File: config.mk
export PLATFORM = sky130hd
export DESIGN_NAME = framed_key_value_parser
export DESIGN_NICKNAME = d
export VERILOG_FILES = /design/src/rtl/fkvp_pkg.sv /design/src/rtl/fkvp_core.sv /design/src/rtl/fkvp_result_reg.sv /design/src/rtl/framed_key_value_parser.sv
export SDC_FILE = /design/constraint.sdc
export NUM_CORES = 1
export LEC_CHECK = 0
export BUFFER_PORTS_ARGS = -buffer_cell sky130_fd_sc_hd__buf_2
export CAP_MARGIN = 30
export CORE_ASPECT_RATIO = 1.75
export CORE_MARGIN = 2
export CORE_UTILIZATION = 48
export DETAILED_ROUTE_END_ITERATION = 8
export PLACE_DENSITY = 0.66
export SYNTH_ARGS = -nofsm -noshare
export SYNTH_HDL_FRONTEND = slang
export SYNTH_HIERARCHICAL = 1
export SYNTH_SLANG_ARGS = --single-unit
File: constraint.sdc
create_clock -name clk_i -period 11.51 [get_ports clk_i]
set_input_delay 2.302 -clock clk_i [delete_from_list [all_inputs] [get_ports clk_i]]
set_output_delay 2.302 -clock clk_i [all_outputs]
set_load 0.02 [all_outputs]
File: src/rtl/fkvp_pkg.sv
// Shared types, constants and helpers of the framed key/value parser.
package fkvp_pkg;

  localparam int unsigned ByteW   = 8;
  localparam int unsigned KeyW    = 32;
  localparam int unsigned KeyLenW = 6;
  localparam int unsigned ValW    = 32;
  localparam int unsigned CfgIdxW = 2;
  localparam int unsigned AccW    = ValW + 3;

  localparam logic [ByteW-1:0] StartMarkerRst = 8'd60;
  localparam logic [ByteW-1:0] EndMarkerRst   = 8'd62;
  localparam logic [ByteW-1:0] SeparatorRst   = 8'd44;

  localparam logic [ByteW-1:0] ChrNul   = 8'h00;
  localparam logic [ByteW-1:0] ChrPlus  = 8'h2b;
  localparam logic [ByteW-1:0] ChrMinus = 8'h2d;
  localparam logic [ByteW-1:0] ChrZero  = 8'h30;
  localparam logic [ByteW-1:0] ChrNine  = 8'h39;
  localparam logic [ByteW-1:0] ChrSpace = 8'h20;
  localparam logic [ByteW-1:0] ChrTab   = 8'h09;
  localparam logic [ByteW-1:0] ChrCr    = 8'h0d;

  localparam logic [KeyLenW-1:0] KeyLenMax = 6'd63;
  localparam logic [ValW-1:0]    MagLimit  = 32'h8000_0000;
  localparam logic [ValW-1:0]    PosMax    = 32'h7fff_ffff;

  typedef enum logic [CfgIdxW-1:0] {
    CFG_START_MARKER = 2'd0,
    CFG_END_MARKER   = 2'd1,
    CFG_SEPARATOR    = 2'd2
  } cfg_index_e;

  typedef enum logic [2:0] {
    PH_SKIP_KEY = 3'd0,
    PH_KEY      = 3'd1,
    PH_SKIP_VAL = 3'd2,
    PH_SPACE    = 3'd3,
    PH_SIGN     = 3'd4,
    PH_DIGITS   = 3'd5,
    PH_DONE     = 3'd6
  } parse_phase_e;

  typedef struct packed {
    logic [ByteW-1:0] start_marker;
    logic [ByteW-1:0] end_marker;
    logic [ByteW-1:0] separator;
  } fkvp_cfg_t;

  typedef struct packed {
    logic [KeyW-1:0]    key_text;
    logic [KeyLenW-1:0] key_length;
    logic               key_ok;
    logic [ValW-1:0]    value;
    logic               value_present;
    logic               frame_overflow;
  } fkvp_result_t;

  function automatic logic is_space(input logic [ByteW-1:0] c);
    return (c == ChrSpace) || ((c >= ChrTab) && (c <= ChrCr));
  endfunction

endpackage

File: src/rtl/fkvp_core.sv
// Frame tracking and on-the-fly key/value parse of one byte per cycle while go_i is set.
module fkvp_core
  import fkvp_pkg::*;
#(
  parameter int unsigned KEY_MAX_CHARS = 4,
  parameter int unsigned BUFFER_CHARS  = 32
) (
  input  logic             clk_i,
  input  logic             rst_ni,
  input  fkvp_cfg_t        cfg_i,
  input  logic [ByteW-1:0] byte_i,
  input  logic             go_i,
  output logic             emit_o,
  output fkvp_result_t     result_o
);

  localparam int unsigned CntW = $clog2(BUFFER_CHARS);
  localparam logic [CntW-1:0] CntLast = CntW'(BUFFER_CHARS - 1);
  localparam logic [KeyLenW-1:0] KeyLimit = KeyLenW'(KEY_MAX_CHARS);

  logic                open_q, open_d;
  parse_phase_e        phase_q, phase_d;
  logic [CntW-1:0]     count_q, count_d;
  logic [KeyW-1:0]     key_q, key_d;
  logic [KeyLenW-1:0]  key_cnt_q, key_cnt_d;
  logic [ValW-1:0]     acc_q, acc_d;
  logic                neg_q, neg_d;
  logic                seen_q, seen_d;
  logic                ovf_q, ovf_d;

  logic                is_sep, is_digit;
  parse_phase_e        ph_eff;
  logic [AccW-1:0]     acc_next;
  logic                has_key, ok, present;

  assign is_sep   = (byte_i == cfg_i.separator);
  assign is_digit = (byte_i >= ChrZero) && (byte_i <= ChrNine);
  assign emit_o   = open_q && (byte_i == cfg_i.end_marker);

  // Ten times the magnitude plus the new digit, as two shifted adds.
  assign acc_next = ({3'b000, acc_q} << 3) + ({3'b000, acc_q} << 1)
                  + AccW'(byte_i - ChrZero);

  always_comb begin
    open_d    = open_q;
    phase_d   = phase_q;
    count_d   = count_q;
    key_d     = key_q;
    key_cnt_d = key_cnt_q;
    acc_d     = acc_q;
    neg_d     = neg_q;
    seen_d    = seen_q;
    ovf_d     = ovf_q;
    ph_eff    = phase_q;

    if (go_i) begin
      if (!open_q || emit_o) begin
        // Opening or closing a frame both start from a clean parse state.
        if (emit_o) begin
          open_d = 1'b0;
        end else begin
          open_d = (byte_i == cfg_i.start_marker);
        end
        if (emit_o || (byte_i == cfg_i.start_marker)) begin
          phase_d   = PH_SKIP_KEY;
          count_d   = '0;
          key_d     = '0;
          key_cnt_d = '0;
          acc_d     = '0;
          neg_d     = 1'b0;
          seen_d    = 1'b0;
          ovf_d     = 1'b0;
        end
      end else if (count_q >= CntLast) begin
        ovf_d = 1'b1;
      end else begin
        count_d = count_q + 1'b1;
        if (byte_i == ChrNul) begin
          phase_d = PH_DONE;
        end else begin
          // The skip phases fall into the next phase on a non-separator.
          if ((phase_q == PH_SKIP_KEY) && !is_sep) begin
            ph_eff = PH_KEY;
          end else if ((phase_q == PH_SKIP_VAL) && !is_sep) begin
            ph_eff = PH_SPACE;
            seen_d = 1'b1;
          end
          phase_d = ph_eff;
          unique case (ph_eff)
            PH_KEY: begin
              if (is_sep) begin
                phase_d = PH_SKIP_VAL;
              end else begin
                if (key_cnt_q < KeyLenW'(4)) begin
                  key_d[8*key_cnt_q[1:0] +: 8] = byte_i;
                end
                if (key_cnt_q != KeyLenMax) begin
                  key_cnt_d = key_cnt_q + 1'b1;
                end
              end
            end
            PH_SPACE, PH_SIGN, PH_DIGITS: begin
              if ((ph_eff == PH_SPACE) && is_sep) begin
                phase_d = PH_DONE;
              end else if ((ph_eff == PH_SPACE) && is_space(byte_i)) begin
                phase_d = PH_SPACE;
              end else if ((ph_eff == PH_SPACE) &&
                           ((byte_i == ChrPlus) || (byte_i == ChrMinus))) begin
                neg_d   = (byte_i == ChrMinus);
                phase_d = PH_SIGN;
              end else if (is_digit) begin
                acc_d   = (acc_next > AccW'(MagLimit)) ? MagLimit : acc_next[ValW-1:0];
                phase_d = PH_DIGITS;
              end else begin
                phase_d = PH_DONE;
              end
            end
            default: begin
              phase_d = ph_eff;
            end
          endcase
        end
      end
    end
  end

  always_comb begin
    has_key = (key_cnt_q != '0);
    ok      = has_key && (key_cnt_q <= KeyLimit);
    present = has_key && seen_q;
    result_o.key_text       = ok ? key_q : '0;
    result_o.key_length     = key_cnt_q;
    result_o.key_ok         = ok;
    result_o.value_present  = present;
    result_o.frame_overflow = ovf_q;
    if (!present) begin
      result_o.value = '0;
    end else if (neg_q) begin
      result_o.value = '0 - acc_q;
    end else begin
      result_o.value = (acc_q > PosMax) ? PosMax : acc_q;
    end
  end

  always_ff @(posedge clk_i or negedge rst_ni) begin
    if (!rst_ni) begin
      open_q    <= 1'b0;
      phase_q   <= PH_SKIP_KEY;
      count_q   <= '0;
      key_q     <= '0;
      key_cnt_q <= '0;
      acc_q     <= '0;
      neg_q     <= 1'b0;
      seen_q    <= 1'b0;
      ovf_q     <= 1'b0;
    end else begin
      open_q    <= open_d;
      phase_q   <= phase_d;
      count_q   <= count_d;
      key_q     <= key_d;
      key_cnt_q <= key_cnt_d;
      acc_q     <= acc_d;
      neg_q     <= neg_d;
      seen_q    <= seen_d;
      ovf_q     <= ovf_d;
    end
  end

endmodule

File: src/rtl/fkvp_result_reg.sv
// Output register that holds one result word until the receiver takes it.
module fkvp_result_reg
  import fkvp_pkg::*;
(
  input  logic         clk_i,
  input  logic         rst_ni,
  input  logic         load_i,
  input  fkvp_result_t result_i,
  input  logic         out_stall_i,
  output logic         out_valid_o,
  output logic         free_o,
  output fkvp_result_t result_o
);

  logic         vld_q, vld_d;
  fkvp_result_t res_q;

  assign free_o = !vld_q || !out_stall_i;

  always_comb begin
    if (load_i) begin
      vld_d = 1'b1;
    end else if (out_stall_i) begin
      vld_d = vld_q;
    end else begin
      vld_d = 1'b0;
    end
  end

  always_ff @(posedge clk_i or negedge rst_ni) begin
    if (!rst_ni) begin
      vld_q <= 1'b0;
    end else begin
      vld_q <= vld_d;
    end
  end

  always_ff @(posedge clk_i) begin
    if (load_i) begin
      res_q <= result_i;
    end
  end

  assign out_valid_o = vld_q;
  assign result_o    = res_q;

endmodule

File: src/rtl/framed_key_value_parser.sv
// Top level of the framed key/value parser: ports, configuration and input register.
//
// Each received byte is captured in an input register and parsed from there by a
// single pass of logic that updates the frame state; an end marker loads the
// result register, so a result word is presented in the cycle after its end marker
// is taken. One byte is accepted every cycle while the input does not stall. The
// input stalls only while an end marker waits for the result register, which holds
// an earlier word that the receiver is stalling. Marker and separator registers take
// effect at once and are to be written only while no frame is being delivered.
module framed_key_value_parser
  import fkvp_pkg::*;
#(
  parameter int unsigned KEY_MAX_CHARS = 4,
  parameter int unsigned BUFFER_CHARS  = 32
) (
  input  logic                  clk_i,
  input  logic                  rst_ni,
  input  logic                  cfg_valid_i,
  output logic                  cfg_ready_o,
  input  logic [CfgIdxW-1:0]    cfg_index_i,
  input  logic [ByteW-1:0]      cfg_data_i,
  input  logic                  in_valid_i,
  output logic                  in_stall_o,
  input  logic [ByteW-1:0]      rx_byte_i,
  output logic                  out_valid_o,
  input  logic                  out_stall_i,
  output logic [KeyW-1:0]       key_text_o,
  output logic [KeyLenW-1:0]    key_length_o,
  output logic                  key_ok_o,
  output logic signed [ValW-1:0] value_o,
  output logic                  value_present_o,
  output logic                  frame_overflow_o
);

  fkvp_cfg_t        cfg_q;
  logic             in_vld_q, in_vld_d;
  logic [ByteW-1:0] in_byte_q;
  logic             accept, go, emit, out_free, load;
  fkvp_result_t     core_res, out_res;

  assign cfg_ready_o = 1'b1;

  always_ff @(posedge clk_i or negedge rst_ni) begin
    if (!rst_ni) begin
      cfg_q.start_marker <= StartMarkerRst;
      cfg_q.end_marker   <= EndMarkerRst;
      cfg_q.separator    <= SeparatorRst;
    end else if (cfg_valid_i && cfg_ready_o) begin
      unique case (cfg_index_i)
        CFG_START_MARKER: cfg_q.start_marker <= cfg_data_i;
        CFG_END_MARKER:   cfg_q.end_marker   <= cfg_data_i;
        CFG_SEPARATOR:    cfg_q.separator    <= cfg_data_i;
        default:          cfg_q              <= cfg_q;
      endcase
    end
  end

  assign go         = in_vld_q && (!emit || out_free);
  assign load       = go && emit;
  assign in_stall_o = in_vld_q && !go;
  assign accept     = in_valid_i && !in_stall_o;

  always_comb begin
    if (accept) begin
      in_vld_d = 1'b1;
    end else if (go) begin
      in_vld_d = 1'b0;
    end else begin
      in_vld_d = in_vld_q;
    end
  end

  always_ff @(posedge clk_i or negedge rst_ni) begin
    if (!rst_ni) begin
      in_vld_q <= 1'b0;
    end else begin
      in_vld_q <= in_vld_d;
    end
  end

  always_ff @(posedge clk_i) begin
    if (accept) begin
      in_byte_q <= rx_byte_i;
    end
  end

  fkvp_core #(
    .KEY_MAX_CHARS (KEY_MAX_CHARS),
    .BUFFER_CHARS  (BUFFER_CHARS)
  ) u_core (
    .clk_i    (clk_i),
    .rst_ni   (rst_ni),
    .cfg_i    (cfg_q),
    .byte_i   (in_byte_q),
    .go_i     (go),
    .emit_o   (emit),
    .result_o (core_res)
  );

  fkvp_result_reg u_result (
    .clk_i       (clk_i),
    .rst_ni      (rst_ni),
    .load_i      (load),
    .result_i    (core_res),
    .out_stall_i (out_stall_i),
    .out_valid_o (out_valid_o),
    .free_o      (out_free),
    .result_o    (out_res)
  );

  assign key_text_o       = out_res.key_text;
  assign key_length_o     = out_res.key_length;
  assign key_ok_o         = out_res.key_ok;
  assign value_o          = out_res.value;
  assign value_present_o  = out_res.value_present;
  assign frame_overflow_o = out_res.frame_overflow;

`ifndef SYNTHESIS
  // A new word must never overwrite one the receiver is still stalling.
  a_no_overwrite: assert property (@(posedge clk_i) disable iff (!rst_ni)
    !(load && out_valid_o && out_stall_i))
    else $error("result register overwritten while stalled");

  a_load_shows: assert property (@(posedge clk_i) disable iff (!rst_ni)
    load |=> out_valid_o)
    else $error("loaded result not presented");

  a_key_ok_len: assert property (@(posedge clk_i) disable iff (!rst_ni)
    (out_valid_o && key_ok_o) |->
      (key_length_o != '0) && (key_length_o <= KeyLenW'(KEY_MAX_CHARS)))
    else $error("key_ok with bad key length");

  a_no_value: assert property (@(posedge clk_i) disable iff (!rst_ni)
    (out_valid_o && !value_present_o) |-> (value_o == '0))
    else $error("value nonzero without value token");

  a_stall_full: assert property (@(posedge clk_i) disable iff (!rst_ni)
    in_stall_o |-> (in_vld_q && emit && !out_free))
    else $error("input stalled without a waiting end marker");
`endif

endmodule
Yosys cells after proc, flatten, opt, wreduce, memory -nomap -nowiden
Index checks and enable logic that the tools add are counted.

Add/sub/neg operators: 7. $lt $le $gt $ge: 9. Equal/unequal tests: 23. Shifts and indexed selects: 2. Muxes and demuxes: 65. Reduce and logical (&&, ||, !) cells: 52.

Operators by type and width (count): $mux W32 (18); $mux W3 (14); $mux W6 (7); $add A35 B33 Y35 (1); $add A35 B35 Y35 (1); $gt A35 B32 Y1 const B (1); $neg A5 Y34 (1); $shift A8 B34 Y32 const A (1); $shiftx A8 B34 Y32 (1); $bwmux W32 (1); $gt A32 B31 Y1 const B (1); $sub A1 B32 Y32 const A (1); $eq A8 B6 Y1 const B (3); $eq A8 B8 Y1 (3); $mux W1 (20); $reduce_bool A2 Y1 (9); $mux W5 (3); $logic_and A1 B1 Y1 (14); $ne A2 B1 Y1 const B (7); $reduce_and A7 Y1 (2); $reduce_and A9 Y1 (1); $sub A8 B6 Y9 const B (1); $ge A8 B4 Y1 const B (1); $ge A8 B6 Y1 const B (1); 27 further kinds (45).

Register bits after elaboration: 189. Input bits: 23. Output and inout bits: 76. Logic and storage cells: 179.

Depth between registers and ports, before layout
Depth in word-level cells: 18. Mapped depth: 17. Depth with buffers taken out: 14.

Cells and area by module
Netlist, hierarchy kept.

By module, submodules not included: fkvp_core (times used 1, cells an instance 939, area each 7948.9 um2, sequential area each 2052.0 um2); fkvp_result_reg (times used 1, cells an instance 76, area each 2228.4 um2, sequential area each 2217.1 um2); framed_key_value_parser (times used 1, cells an instance 70, area each 1246.2 um2, sequential area each 880.8 um2).

Worst setup path before layout
OpenSTA, ideal clock, no wires.

Kind: input -> register. Start point: in out_stall_i. End point: reg u_result.res_q, in the netlist u_result/result_o[0] (enable). Library setup time: 507 ps. Data arrival time: 5483 ps. Path slack: 5520 ps. Stages: 3. Buffers on the path: 0. Cell sequence: nand2_1 inv_1 nor2_1.

Cells in the longest elaborated chain, start to end: 5.

Ends and longest elaborated chain: from (decl) (RTL line framed_key_value_parser.sv:26) `input logic out_stall_i,`; $logic_not A1 Y1 (RTL line fkvp_result_reg.sv:18) `assign free_o = !vld_q || !out_stall_i;`; $logic_or A1 B1 Y1 (RTL line fkvp_result_reg.sv:18); $logic_or A1 B1 Y1 (RTL line framed_key_value_parser.sv:58) `assign go = in_vld_q && (!emit || out_free);`; $logic_and A1 B1 Y1 (RTL line framed_key_value_parser.sv:58); $logic_and A1 B1 Y1 (RTL line framed_key_value_parser.sv:59) `assign load = go && emit;`; named net load (RTL line framed_key_value_parser.sv:38) `logic accept, go, emit, out_free, load;`; to (signal assigned) (RTL line fkvp_result_reg.sv:40) `res_q <= result_i;`; to (decl) (RTL line fkvp_result_reg.sv:16) `fkvp_result_t res_q;`.

The timed path passes the listed nets, and every way through them passes these cells. A chain may end at the register's enable or synchronous reset.

Worst setup path in the final report
Start point: reg in_byte_q[5]. End point: reg u_core.acc_q[11].

Cells in the longest elaborated chain, start to end: 13. Elaborated cells between the ends (all ways): 58.

Ends and longest elaborated chain: from (decl) (RTL line framed_key_value_parser.sv:37) `logic [ByteW-1:0] in_byte_q;`; from (signal assigned) (RTL line framed_key_value_parser.sv:83) `in_byte_q <= rx_byte_i;`; parallel branches: the longest is 13 deep, another holds $add A35 B35 Y35; to (signal assigned) (RTL line fkvp_core.sv:152) `acc_q <= '0;`; to (signal assigned) (RTL line fkvp_core.sv:162) `acc_q <= acc_d;`; to (decl) (RTL line fkvp_core.sv:26) `logic [ValW-1:0] acc_q, acc_d;`.

Several ways; the timed one is not identified. The select of a mux whose other input is x is not followed.

==> impl.org <==
** STA
- Maximum frequency from static timing analysis :: 0.1719 GHz
- Worst clock skew :: 14.62 ps
- The worst path meets setup with roughly 5700 ps of slack.
- Setup repair after global routing left no endpoint under its margin.
- Setup violations remaining at the end of the flow were counted as 0.
- Final critical delay including setup and external delays :: a little under 6000 ps
- Dividing the final minimum period by the clock period gives 0.5054.
- The max-slew violation count was 0.
- Headroom to the max-slew limit came out at 0.4016.
- Worst-margin pin slew :: 894.3 ps
- The number of hold-slack violations in the final timing report was 0.
- Setup tns final :: 0 ps

** Routing
- The detailed router put a total of between 10000 and 15000 um of wire on met1.
- First-pass iteration count of the detailed router :: 5
- The routed layout has ~8600 vias.
- In the detailed route, the total length drawn on met3 is ~1100 um.
- Wirelength per Cell :: ~20 um
- Detailed route wirelength on metal2 :: 16640 um
- Total wirelength of the detailed-routed design :: 29290 um
- After detailed routing, the number of remaining DRC violations is 0.
- After detailed routing, the number of vias per cell comes to between 5 and 6.
- Iteration-0 DRC count of the detailed router :: between 500 and 600
- The detailed router used layers up to and including met4.
- Number of nets with antenna violations after routing :: 0

** Synth
- Adder and majority gate portion of the synthesized area :: 0.1058
- Simple-gate share of the synthesized area :: 0.1519
- Most used flip-flop cell after synthesis :: dfrtp_1
- Of the total synthesized cell area, the portion taken by XOR and XNOR cells is 0.04907.
- After synthesis, the netlist uses just under 80 different library cells.
- Dominant combinational cell family by area after synthesis :: simple AND/OR/NAND/NOR gates
- Sequential cell area fraction in the yosys report :: 0.4508
- Area contributors post-synth :: edfxtp_1 (21%), dfrtp_1 (21%), fa_1 (5.4%)
- The biggest area contributor in the post-synthesis netlist is edfxtp_1.
- A synthesized cell averages 10.53 sq um.
- Yosys warning total :: 6
- The compound-gate portion of the synthesized area was 0.1447.
- The portion of synthesized area spent on multiplexers is 0.05192.
- Cell Area, Synth :: roughly 11000 sq um
- Total of flip-flops plus latches after synthesis :: 189
- The share of synthesized area in the top cell type comes to 0.2129.
- Cells after synthesis :: between 1000 and 1500
- The number of nets handed over by synthesis was 1186.
- For this run, asynchronously set or reset flops after synthesis account for 0.5714.
- Number of synthesized flops with an enable pin :: 81

** Final layout
- The final layout contains between 1000 and 1500 nets.
- Layout fillers :: around 2100
- Final std cells w/o fill :: around 1500
- Area overhead of the layout relative to synthesis :: 11.41%
- Final design utilization :: 0.5455
- Leaving out fill and tap cells, the most frequent cell in the layout is nand2_1.
- Of the cells placed in the final design, the portion with a size suffix greater than 1 is 0.1808.
- With fillers left out, the area of the finished cells amounts to about 13000 sq um.
- Number of antenna repair diodes :: 0
- Top library cells by usage in the layout, fill and taps aside :: nand2_1 (105), buf_2 (96), dfrtp_1 (95), edfxtp_1 (81), nor2_1 (78)

** Global routing
- The first global-routing pass estimated between 40000 and 50000 um of wire.
- All-layer global routing usage :: 0.2424
- Entering global routing, the biggest net connects 63 pins.
- The total overflow left after global routing is 0.
- The number of global-route vias before repair was around 8700.
- Initial antenna violation count :: 0

** Critical path
- Data on the critical path is required at its endpoint by 11900 ps.
- Crit path largest cell delay :: approximately 700 ps
- Arr. time, crit path :: a little over 6000 ps
- Crit path max-delay cell type :: nor2_1
- Critical path class :: reg2reg
- Endpoint kind of the worst setup timing path :: register
- Sort of element at the start of the critical path :: register
- Along the worst path, the maximum fanout reaches 16.
- Cell breakdown of the critical path :: ha_1, or3_1, inv_1, buf_16, fa_1, ha_1, a21oi_1, o21ai_1, a21o_1, a221o_1, a21oi_1, a31oi_1, xor2_1, nor2_1, buf_4, a32o_1

** Placement
- The count of buffers added on input and output ports is 97.
- Placer's final routability congestion estimate :: ~0.96
- Cell area reported after detailed placement :: roughly 12000 sq um
- Number of cells after detailed placement :: approximately 1400
- Post-detailed-placement half-perimeter wirelength :: between 20000 and 25000 um
- Placement-stage worst setup slack :: roughly 5600 ps

** Pwr
- The analysis attributes to cell leakage a power of between 5 and 6 nW.
- Total net switching power :: 0.6572 mW
- Of the total power, registers draw 0.448.
- IR analysis of the VDD net gives a maximum drop of between 0.1 and 0.15 mV.
- Power spread over the standard cell area amounts to approximately 160 nW/um^2.
- Switching share of total power :: 0.3267
- The share of total power dissipated in combinational logic is 0.260.
- The share of total power dissipated in the clock network is 0.292.
- Internal power comes to about 1.4 mW.

** Job
- Max-cap violations in this run came to 0.

** Die
- Number of cell rows :: 74
- Starting density of the core :: 0.4896
- The die is about 210 um tall.
- Total I/O pin count :: 99
- Die boundary width :: 120.6 um
- The region available for standard cell placement spans ~23000 sq um.
- The floorplan step defined a die boundary enclosing 25100 sq um.

** Clocking
- H-Tree Level Count :: 4
- The number of gates resized after CTS was 0.
- TritonCTS clock tree :: built
- Post-CTS repair timing setup buffer count :: 0
- TritonCTS created 17 clock buffers.
- Clock tree root driver cell :: clkbuf_16
- # clock sinks :: ~190
- After clock tree synthesis, the flow added hold-fix buffers numbering 0.
- Worst-skew pair later-pin latency :: around 460 ps
- The clock passes through at most 2 buffers.
- Register clock-pin slew on the reported worst setup and hold paths :: approximately 70 ps

** Min path
- Path category of the worst min-delay check :: reg2reg

** Run status
- The run finished with clean final reports.
==> per-layer routing <==
layer	vias up	track usage
met4	0	0.1203
met1	4288	0.2504
met5	-	0
met2	236	0.4621
met3	65	0.03755
li1	4049	-
==> registers in the layout, summed over array words and instances (netlist names), 3 cells and up <==
signal and cells:
in_byte_q 8, u_core/key_cnt_q 6, u_core/phase_q 3, u_core/count_q 5, u_result/result_o 73, u_core/acc_q 32, u_core/key_q 32, cfg_q 24
==> area by class of cell <==
type	instances	area (sq um)	share of cell area
tap	304	380.4	0.02989
multi-input combinational	776	5777	0.4539
timing repair buffer	111	613.1	0.04817
sequential	189	5151	0.4047
inverter	59	221.5	0.01740
clock buffer	21	491.7	0.03864
clock inverter	11	92.59	0.007275
==> worst max-delay path, delay by kind of cell, from the launching register on <==
family / cells / cell delay (ps)
compound gates: 7 / 1410
buf+inv: 3 / 1210
fa+ha+maj: 3 / 1170
simple gates: 2 / 1170
flops: 1 / 590
xor+xnor: 1 / 190
==> final timing paths <==
check                             start                   end  slack, ps  cells past startpoint
max                        in_byte_q[5]      u_core/acc_q[11]       5690                     16
min                        u_core/ovf_q  u_result/result_o[0]        460                      0
max reg2reg                in_byte_q[5]      u_core/acc_q[11]       5690                     16
min reg2reg                u_core/ovf_q  u_result/result_o[0]        460                      0
max in group asynchronous        rst_ni          u_core/neg_q       8370                      2
min in group asynchronous        rst_ni              cfg_q[1]       1890                      1
==> power by group through the flow <==
stage / Combinational [mW] / Clock (mW) / Sequential (mW)
finish: 0.523 / 0.587 / 0.901
global route: 0.589 / 0.628 / 0.916
CTS: 0.525 / 0.598 / 0.902
detailed placement: 0.521 / 0 / 0.915
global placement: 0.506 / 0 / 0.912
floorplan: 0.411 / 0 / 0.887
==> cell usage after synthesis (30+ instances only) <==
cell,n
nor2_1,80
fa_1,31
and2_1,35
nand2_1,105
inv_1,59
a21oi_1,65
ha_1,47
dfrtp_1,96
clkbuf_1,31
edfxtp_1,81
xnor2_1,38
o21ai_0,33
mux2i_1,30
==> stage by stage <==
step / power, mW / hold WS, ps
floorplan: 1.298 / 448.9
global placement: 1.418 / 440.7
detailed placement: 1.436 / 441.7
CTS: 2.025 / 458.5
global route: 2.133 / 464.4
finish: 2.012 / 455.2
==> logic make-up (layout without fill, tap and decap cells) <==
kind of cell	after synthesis	in the layout
AND/OR/NAND/NOR	338	338
adder cells (fa/ha/maj)	78	78
XOR/XNOR	64	64
multiplexers	56	56
buffers and inverters	120	202
other	1	1
flip-flops	189	189
AO/OA/AOI/OAI	239	239
(Power assumes the default switching activity.)
